<file path="src/rtl/pwft_pkg.sv">
package pwft_pkg;

  localparam int unsigned IN_DATA_W  = 16;
  localparam int unsigned OUT_DATA_W = 8;
  localparam int unsigned CFG_IDX_W  = 3;
  localparam int unsigned CFG_DATA_W = 6;

  // Register indexes on the configuration channel.
  localparam logic [CFG_IDX_W-1:0] REG_STATION_ID   = 3'd0;
  localparam logic [CFG_IDX_W-1:0] REG_REPEAT_COUNT = 3'd1;
  localparam logic [CFG_IDX_W-1:0] REG_LONG_UNITS   = 3'd2;
  localparam logic [CFG_IDX_W-1:0] REG_SHORT_UNITS  = 3'd3;
  localparam logic [CFG_IDX_W-1:0] REG_GAP_UNITS    = 3'd4;

  localparam logic [2:0] STATION_ID_RST   = 3'd5;
  localparam logic [3:0] REPEAT_COUNT_RST = 4'd10;
  localparam logic [3:0] LONG_UNITS_RST   = 4'd3;
  localparam logic [3:0] SHORT_UNITS_RST  = 4'd1;
  localparam logic [5:0] GAP_UNITS_RST    = 6'd31;

  localparam logic [3:0] BIT_INDEX_MSB = 4'd15;

  typedef enum logic [3:0] {
    PH_BIT_HIGH = 4'b0001,
    PH_BIT_LOW  = 4'b0010,
    PH_SYNC     = 4'b0100,
    PH_GAP      = 4'b1000
  } phase_t;

  typedef struct packed {
    logic [2:0] station_id;
    logic [3:0] repeat_count;
    logic [3:0] long_units;
    logic [3:0] short_units;
    logic [5:0] gap_units;
  } cfg_t;

  typedef struct packed {
    logic       cmd;
    logic [5:0] int_part;
    logic [3:0] sequence_req;
    logic       negative;
  } in_item_t;

  typedef struct packed {
    logic line;
    logic busy_res;
    logic done_res;
    logic rejected;
  } result_t;

  function automatic logic [5:0] at_least_one(input logic [5:0] v);
    return (v == 6'd0) ? 6'd1 : v;
  endfunction

  // Bit 14 makes bits 0 to 14 even parity; bit 15 stays clear.
  function automatic logic [15:0] pack_word(input logic [5:0] ip, input logic [3:0] seq,
                                            input logic neg, input logic [2:0] sid);
    logic [13:0] w;
    w = {sid, neg, seq, ip};
    return {1'b0, ^w, w};
  endfunction

endpackage

</file>
<file path="src/rtl/pwft_core.sv">
module pwft_core
  import pwft_pkg::*;
(
  input  logic     clk,
  input  logic     rst_n,
  input  logic     step_en,
  input  in_item_t item,
  input  cfg_t     cfg,
  output result_t  res
);

  logic [15:0] frame_word_r, frame_word_nxt;
  logic [3:0]  bit_index_r, bit_index_nxt;
  phase_t      phase_r, phase_nxt;
  logic [5:0]  unit_count_r, unit_count_nxt;
  logic [3:0]  repeats_left_r, repeats_left_nxt;
  logic        active_r, active_nxt;

  logic [5:0]  lng, sht, gap, dur, unit_inc, reps_init;
  logic        bit_val;

  always_comb begin
    lng       = at_least_one({2'b00, cfg.long_units});
    sht       = at_least_one({2'b00, cfg.short_units});
    gap       = at_least_one(cfg.gap_units);
    reps_init = at_least_one({2'b00, cfg.repeat_count});
    bit_val   = frame_word_r[bit_index_r];
    unit_inc  = unit_count_r + 6'd1;

    frame_word_nxt   = frame_word_r;
    bit_index_nxt    = bit_index_r;
    phase_nxt        = phase_r;
    unit_count_nxt   = unit_count_r;
    repeats_left_nxt = repeats_left_r;
    active_nxt       = active_r;
    res              = '0;
    dur              = sht;

    if (item.cmd) begin
      res.busy_res = 1'b1;
      if (active_r) begin
        res.rejected = 1'b1;
      end else begin
        frame_word_nxt   = pack_word(item.int_part, item.sequence_req, item.negative,
                                     cfg.station_id);
        bit_index_nxt    = BIT_INDEX_MSB;
        phase_nxt        = PH_BIT_HIGH;
        unit_count_nxt   = '0;
        repeats_left_nxt = reps_init[3:0];
        active_nxt       = 1'b1;
      end
    end else if (active_r) begin
      res.busy_res = 1'b1;
      unique case (phase_r)
        PH_BIT_HIGH: begin
          res.line = 1'b1;
          dur      = bit_val ? lng : sht;
        end
        PH_BIT_LOW: begin
          res.line = 1'b0;
          dur      = bit_val ? sht : lng;
        end
        PH_SYNC: begin
          res.line = 1'b1;
          dur      = sht;
        end
        PH_GAP: begin
          res.line = 1'b0;
          dur      = gap;
        end
        default: begin
          res.line = 1'b0;
          dur      = gap;
        end
      endcase

      // A duration shortened mid-phase ends the phase on this unit.
      if (unit_inc >= dur) begin
        unit_count_nxt = '0;
        unique case (phase_r)
          PH_BIT_HIGH: phase_nxt = PH_BIT_LOW;
          PH_BIT_LOW: begin
            if (bit_index_r == 4'd0) begin
              phase_nxt = PH_SYNC;
            end else begin
              bit_index_nxt = bit_index_r - 4'd1;
              phase_nxt     = PH_BIT_HIGH;
            end
          end
          PH_SYNC: phase_nxt = PH_GAP;
          default: begin
            repeats_left_nxt = repeats_left_r - 4'd1;
            bit_index_nxt    = BIT_INDEX_MSB;
            phase_nxt        = PH_BIT_HIGH;
            if (repeats_left_r == 4'd1) begin
              active_nxt   = 1'b0;
              res.done_res = 1'b1;
            end
          end
        endcase
      end else begin
        unit_count_nxt = unit_inc;
      end
    end
  end

  always_ff @(posedge clk) begin
    if (!rst_n) begin
      frame_word_r   <= '0;
      bit_index_r    <= BIT_INDEX_MSB;
      phase_r        <= PH_BIT_HIGH;
      unit_count_r   <= '0;
      repeats_left_r <= '0;
      active_r       <= 1'b0;
    end else if (step_en) begin
      frame_word_r   <= frame_word_nxt;
      bit_index_r    <= bit_index_nxt;
      phase_r        <= phase_nxt;
      unit_count_r   <= unit_count_nxt;
      repeats_left_r <= repeats_left_nxt;
      active_r       <= active_nxt;
    end
  end

endmodule

</file>
<file path="src/rtl/pulse_width_frame_transmitter_top.sv">
// Pulse-width frame transmitter. A start beat (in_tuser = 1) packs a 16-bit word from
// the beat and the station id register; every tick beat (in_tuser = 0) is one pulse unit
// and yields one result beat with the line level, sent MSB first, long/short high and
// low phases per bit, then a sync high and a gap, for the latched number of repetitions.
// One input beat is taken per clock while the skid stage is empty; its result is
// registered in the output register or, while the output is stalled, in a one-entry
// skid stage that keeps input acceptance going for one beat. Configuration writes are
// always accepted and should only be made while no frame is being sent.
module pulse_width_frame_transmitter_top
  import pwft_pkg::*;
(
  input  logic                  clk,
  input  logic                  rst_n,
  input  logic                  in_tvalid,
  output logic                  in_tready,
  input  logic [IN_DATA_W-1:0]  in_tdata,   // int_part[5:0], sequence_req[9:6], negative[10]
  input  logic                  in_tuser,   // cmd
  output logic                  out_tvalid,
  input  logic                  out_tready,
  output logic [OUT_DATA_W-1:0] out_tdata,  // line[0], busy_res[1], rejected[2]
  output logic                  out_tlast,  // done_res
  input  logic                  cfg_valid,
  output logic                  cfg_ready,
  input  logic [CFG_IDX_W-1:0]  cfg_index,
  input  logic [CFG_DATA_W-1:0] cfg_data
);

  cfg_t     cfg_r;
  in_item_t item;
  result_t  res;
  result_t  out_res_r, out_res_nxt;
  result_t  skid_res_r, skid_res_nxt;
  logic     out_valid_r, out_valid_nxt;
  logic     skid_valid_r, skid_valid_nxt;
  logic     in_fire, out_take;

  assign cfg_ready = 1'b1;

  always_ff @(posedge clk) begin
    if (!rst_n) begin
      cfg_r.station_id   <= STATION_ID_RST;
      cfg_r.repeat_count <= REPEAT_COUNT_RST;
      cfg_r.long_units   <= LONG_UNITS_RST;
      cfg_r.short_units  <= SHORT_UNITS_RST;
      cfg_r.gap_units    <= GAP_UNITS_RST;
    end else if (cfg_valid) begin
      unique case (cfg_index)
        REG_STATION_ID:   cfg_r.station_id   <= cfg_data[2:0];
        REG_REPEAT_COUNT: cfg_r.repeat_count <= cfg_data[3:0];
        REG_LONG_UNITS:   cfg_r.long_units   <= cfg_data[3:0];
        REG_SHORT_UNITS:  cfg_r.short_units  <= cfg_data[3:0];
        REG_GAP_UNITS:    cfg_r.gap_units    <= cfg_data;
        default: ;
      endcase
    end
  end

  assign item.cmd          = in_tuser;
  assign item.int_part     = in_tdata[5:0];
  assign item.sequence_req = in_tdata[9:6];
  assign item.negative     = in_tdata[10];

  assign in_tready = !skid_valid_r;
  assign in_fire   = in_tvalid && in_tready;
  assign out_take  = out_valid_r && out_tready;

  pwft_core u_core (
    .clk     (clk),
    .rst_n   (rst_n),
    .step_en (in_fire),
    .item    (item),
    .cfg     (cfg_r),
    .res     (res)
  );

  always_comb begin
    out_valid_nxt  = out_valid_r;
    out_res_nxt    = out_res_r;
    skid_valid_nxt = skid_valid_r;
    skid_res_nxt   = skid_res_r;
    if (skid_valid_r) begin
      // drain the skid beat first
      if (out_take) begin
        out_res_nxt    = skid_res_r;
        skid_valid_nxt = 1'b0;
      end
    end else if (in_fire) begin
      if (!out_valid_r || out_take) begin
        out_valid_nxt = 1'b1;
        out_res_nxt   = res;
      end else begin
        skid_valid_nxt = 1'b1;
        skid_res_nxt   = res;
      end
    end else if (out_take) begin
      out_valid_nxt = 1'b0;
    end
  end

  always_ff @(posedge clk) begin
    if (!rst_n) begin
      out_valid_r  <= 1'b0;
      skid_valid_r <= 1'b0;
    end else begin
      out_valid_r  <= out_valid_nxt;
      skid_valid_r <= skid_valid_nxt;
    end
  end

  always_ff @(posedge clk) begin
    out_res_r  <= out_res_nxt;
    skid_res_r <= skid_res_nxt;
  end

  assign out_tvalid = out_valid_r;
  assign out_tdata  = {5'b00000, out_res_r.rejected, out_res_r.busy_res, out_res_r.line};
  assign out_tlast  = out_res_r.done_res;

endmodule

</file>
<file path="config.mk">
export PLATFORM = sky130hd
export DESIGN_NAME = pulse_width_frame_transmitter_top
export DESIGN_NICKNAME = d
export VERILOG_FILES = /design/src/rtl/pwft_pkg.sv /design/src/rtl/pwft_core.sv /design/src/rtl/pulse_width_frame_transmitter_top.sv
export SDC_FILE = /design/constraint.sdc
export NUM_CORES = 1
export LEC_CHECK = 0
export BUFFER_PORTS_ARGS = -buffer_cell sky130_fd_sc_hd__buf_2
export CORE_ASPECT_RATIO = 1.5
export CORE_MARGIN = 4
export CORE_UTILIZATION = 62
export DETAILED_ROUTE_END_ITERATION = 8
export PLACE_DENSITY_LB_ADDON = 0.1
export SLEW_MARGIN = 10
export SYNTH_ARGS = -nofsm -noshare
export SYNTH_HDL_FRONTEND = slang
export SYNTH_SLANG_ARGS = --single-unit
</file>
<file path="constraint.sdc">
create_clock -name clk -period 7.5 [get_ports clk]
set_clock_uncertainty 0.2 [all_clocks]
set_input_delay 1.5 -clock clk [delete_from_list [all_inputs] [get_ports clk]]
set_output_delay 1.5 -clock clk [all_outputs]
set_load 0.1 [all_outputs]
</file>
Word-level counts from Yosys, hierarchy flattened
Cells that the tools add are included.
{ "op_classes": {"n_addsub": 3, "n_lt_le_gt_ge": 2, "eq_ne": 14, "mux": 58, "bitwise": 3, "n_reduce_logical": 32} }
{ "ops": {"columns": ["cell", "n"], "rows": [
  ["$mux 4", 21],
  ["$mux 6", 9],
  ["$mux 1", 22],
  ["$pmux 6 s3", 1],
  ["$logic_not 4->1", 4],
  ["$reduce_and 3->1", 5],
  ["$reduce_xor 14->1", 1],
  ["$pmux 4 s3", 1],
  ["$reduce_and 2->1", 5],
  ["$reduce_bool 2->1", 5],
  ["$eq 4x1->1 const B", 2],
  ["$ne 2x1->1 const B", 4],
  ["$pmux 4 s2", 1],
  ["$sub 4x1->4 const B", 2],
  ["$add 6x1->6 const B", 1],
  ["$eq 3x2->1 const B", 2],
  ["$ge 6x6->1", 1],
  ["$logic_not 6->1", 1],
  ["$mux 3", 2],
  ["$reduce_and 6->1", 1],
  ["$lt 4x5->1 const B", 1],
  ["$reduce_and 5->1", 1],
  ["$bmux 1 s4", 1],
  ["$eq 4x2->1 const B", 1],
  ["other kinds (13)", 17]
]} }
{ "word_totals": {"ff_bits": 65, "inputBits": 31, "wordCells": 133} }

Longest topological paths before layout
{ "logic_depth": {"depth_word": 13, "mapped_depth": 17, "ltp_nobuf": 15} }

Hierarchy
A second synthesis with hierarchy kept.
{ "unflattened": {"hier_cells": 423, "area_unflattened_um2": 3612.2} }
{ "by_module_without_submodules": {"columns": ["mod", "n_inst", "cells_each", "area_per_inst_um2", "seq_area_each_um2"], "rows": [
  ["pwft_core", 1, 305, 2362.3, 680.7],
  ["pulse_width_frame_transmitter_top", 1, 118, 1249.9, 700.7]
]} }

Least setup slack after synthesis
Ideal clock, no wire load.
{ "synth_path": {"path_type": "register to register", "start": "register u_core.bit_index_r[1]", "end": "register u_core.bit_index_r[1]", "t_arrival_ns": 3.718, "slack_ns": 3.462, "stages_incl_launch_ff": 17, "path_buffers": 2, "synth_period_minus_slack_ns": 4.038, "cell_sequence": "dfxtp_1 > buf_6 > mux2_1 > mux4_2 > o221ai_4 > mux2i_1 > a21oi_1 > a22oi_1 > ha_1 > nand2b_1 > a21o_1 > a21oi_1 > o21ai_1 > o21ai_0 > clkbuf_1 > o211ai_1 > o31a_1"} }
{ "synth_via": {"elab_chain_cells": 9} }
{ "synth_rtl": {"columns": ["element", "line_no", "source"], "rows": [
  ["start: declaration", "pwft_core.sv:13", "logic [3:0] bit_index_r, bit_index_nxt;"],
  ["start signal: assignment", "pwft_core.sv:117", "bit_index_r <= bit_index_nxt;"],
  ["$bmux 1 s4", "pwft_core.sv:27", "bit_val = frame_word_r[bit_index_r];"],
  ["$mux 1 (not written as such)", "pwft_core.sv:27", null],
  ["$mux 6, on equally long branches", "pwft_core.sv:61, pwft_core.sv:57", null],
  ["$pmux 6 s3", "pwft_core.sv:54", "unique case (phase_r)"],
  ["$mux 6", "pwft_core.sv:52", "end else if (active_r) begin"],
  ["$mux 6", "pwft_core.sv:39", "if (item.cmd) begin"],
  ["$ge 6x6->1", "pwft_core.sv:78", "if (unit_inc >= dur) begin"],
  ["$reduce_bool 2->1 (no line)", null, null],
  ["$reduce_and 6->1 (no line)", null, null]
]} }
Parallel ways exist; a longest one is shown, timed or not. The select of a mux whose other input is x is not followed.
A chain may end at the register's enable or synchronous reset.

Worst setup path after layout
{ "layout_path": {"start": "register u_core.bit_index_r[1]", "end": "register u_core.bit_index_r[2]"} }
Same word-level chain as after synthesis.

==> reports/metrics.yaml <==
logic_synthesis:
  synth_flop_cell: "dfxtp_1"
  syn_avg_cell_area_um2: 8.91
  ys_seq_area_share_pct: 39.5
  synth_cell_types: 53
  yosys_warnings: 0
  synthesis.area_um2: 3500
  synth-edff-count: 8
  synth_seq_cells: 65
  synthCells: 393
  async_reset_ff_share_pct: 0
drt:
  first_iter_violations: 148
  postRouteAntennaNets: 0
  wl_per_cell_um: 14.5
  vias: 2758
  drc: 0
  dr.pass1.iters: 4
  vias_per_cell: 5.62
  wirelength_mm: 7.11
status:
  run_status: "complete, no violations"
power:
  p_per_area_nw_per_um2: 213
  pwr-share-clk_pct: 35.2
  seq_power_share_pct: 46.0
  power_w: 0.000820
  internal_power_w: 0.000576
  switching_share_pct: 29.8
  p_leak_nw: 1.60
  switchingPower_w: 0.000244
  share_comb_of_total_power_pct: 18.8
  vdd_drop_max_mv: 0.130
die:
  die_x_um: 69.4
  core_area_um2: 5490
  start_util_pct: 63.8
  io_pins: 43
  die_h_um: 100
  std_cell_rows: 33
  dieArea_um2: 6940
clocking:
  cts-root-buf: "clkbuf_8"
  ctsHtreeMaxLevel: 3
  cts_tree: "yes"
  clock_sinks: 65
  cts-resized-gates: 0
  cts-hold-fix-buffers: 0
  clk_pin_slew_ns: 0.07
  cts.path.max_buffers: 2
  cts-buffers-inserted: 9
  cts_setup_buffers: 0
  insertion_delay_ns: 0.34
setup_path:
  cpMaxStageDelayCell: "dfxtp_1"
  cp_cell_sequence: "mux2_1, mux4_2, o221ai_4, mux2i_1, a21oi_1, a22oi_1, ha_1, nand2b_1, a21o_1, a21oi_1, o21ai_1, o21ai_0, buf_4, o31ai_1, o21a_1"
  worstPathArrival_ns: 4.66
  crit_fanout: 14
  cp-end-kind: "register"
  critPathKind: "reg2reg"
  start_kind: "register"
  cpPeakStageDelay_ns: 0.58
  path_common_cell: "a21oi_1"
  cp.required_ns: 7.54
timing:
  setup_viol: 0
  fin_tns_setup_ns: 0
  slew_headroom_pct: 33.8
  rsz0062_at_grt: "no"
  slew_violations: 0
  hold_viol: 0
  max_clock_freq_mhz: 216
  finalCritPeriodShare_pct: 61.7
  tightest_slew_ns: 0.992
  finalCriticalPeriod_ns: 4.63
job:
  maxCapViolCount: 0
grt:
  grt_pass1_vias: 2740
  antenna_found_initial: 0
  grt_usage_pct: 22.4
  grt_pass1_wl_mm: 12.4
  grt_max_degree: 61
  overflow: 0
worst_hold_path:
  hold_path.class: "reg2reg"
placed_design:
  finalWeightedCongestion: 0.848
  place_hpwl_mm: 5.23
  place.port_buffers: 31
final_layout:
  syn_to_final_growth_pct: 9.86
  layout_common_cells: "nand2_1 (72), dfxtp_1 (57), buf_2 (31), mux2i_1 (26)"
  insertedDiodeCount: 0
  final_common_cell: "nand2_1"
  final_layout_size_suffix_gt1_share_pct: 13.5
  nets: 460
-- flip-flops by register name (all words and copies together) (netlist names) --
register / count
skid_valid_r: 1
u_core.active_r: 1
cfg_r: 21
skid_res_r: 4
out_tdata: 3
u_core.repeats_left_r: 4
u_core.unit_count_r: 6
u_core.frame_word_r: 15
u_core.phase_r: 4
u_core.bit_index_r: 4
out_tlast: 1
out_tvalid: 1
-- cells by family after synthesis --
kind of cell             Yosys count  synth area share, %
XOR/XNOR                          22                 5.50
flip-flops                        65                 39.5
multiplexers                      35                 11.2
buffers and inverters             35                 4.65
AND/OR/NAND/NOR                  156                 20.8
other                              2                0.215
AO/OA/AOI/OAI                     65                 13.6
adder cells (fa/ha/maj)           13                 4.65
-- per-stage QoR --
step / setup slack [ns] / cells / hold WS, ns / instance area (µm²) / util, %
final: 2.87 / 491 / 0.265 / 3850 / 70.0
after global routing: 2.58 / 491 / 0.298 / 3850 / 70.0
after CTS: 2.88 / 491 / 0.267 / 3850 / 70.0
after detailed placement: 2.92 / 475 / 0.257 / 3640 / 66.4
after global placement: 2.96 / 475 / 0.252 / 3640 / 66.4
after floorplan: 3.46 / 397 / 0.233 / 3520 / -
-- Yosys cell counts (all sizes together) (4+ instances only) --
library cell  count  area (µm²)
nand2            72         270
dfxtp            57        1140
mux2i            26         260
a21boi           19         143
nor2             19        71.3
clkbuf           16        60.1
xnor2            16         140
nor2b            15        93.8
a21oi            13        65.1
ha               13         163
nand3            12        60.1
nor3             12        60.1
inv              11        41.3
buf               8        61.3
edfxtp            8         240
o21ai             8        40.0
mux2              7        82.6
xor2              6        52.6
nand4             5        31.3
or3               5        31.3
nand2b            4        25.0
-- power groups by stage --
stage	Sequential [W]	Combinational, W	Clock (W)
2_1_floorplan	0.000398	0.000106	0
3_3_place_gp	0.000384	0.000151	0
3_5_place_dp	0.000385	0.000154	0
4_1_cts	0.000377	0.000155	0.000294
5_1_grt	0.000379	0.000170	0.000309
6_report	0.000377	0.000154	0.000288
-- final timing paths --
kind / from / to / slack [ns] / cells past startpoint
worst max-delay path: u_core.bit_index_r[1] / u_core.bit_index_r[2] / 2.87 / 15
worst min-delay path: u_core.frame_word_r[4] / u_core.frame_word_r[4] / 0.26 / 2
worst max register to register: u_core.bit_index_r[1] / u_core.bit_index_r[2] / 2.87 / 15
worst min register to register: u_core.frame_word_r[4] / u_core.frame_word_r[4] / 0.26 / 2
-- per-layer routing --
| layer | track usage, % | vias up | wire length, µm |
|---|---|---|---|
| li1 | - | 1393 | - |
| met1 | 25.0 | 1311 | 2900 |
| met2 | 40.4 | 43 | 3860 |
| met3 | 3.31 | 11 | 197 |
| met4 | 12.3 | 0 | 145 |
| met5 | 0 | - | 0 |
-- worst max-delay path: cells and delay by family, from the launching register on --
kind                     cells  cell delay (ns)
multiplexers                 3             1.30
buffers and inverters        1             0.24
AO/OA/AOI/OAI                9             1.80
flip-flops                   1             0.58
adder cells (fa/ha/maj)      1             0.26
AND/OR/NAND/NOR              1             0.14
-- final cells by class --
type                    count  area, µm²
clock inverters             3       21.3
inverters                  11       41.3
fillers                   450       1650
flip-flops and latches     65       1380
repair buffers             32        163
clock buffers              13        180
multi-input cells         297       1970
well taps                  70       87.6
Note: power is estimated with default switching activity, not from simulation.
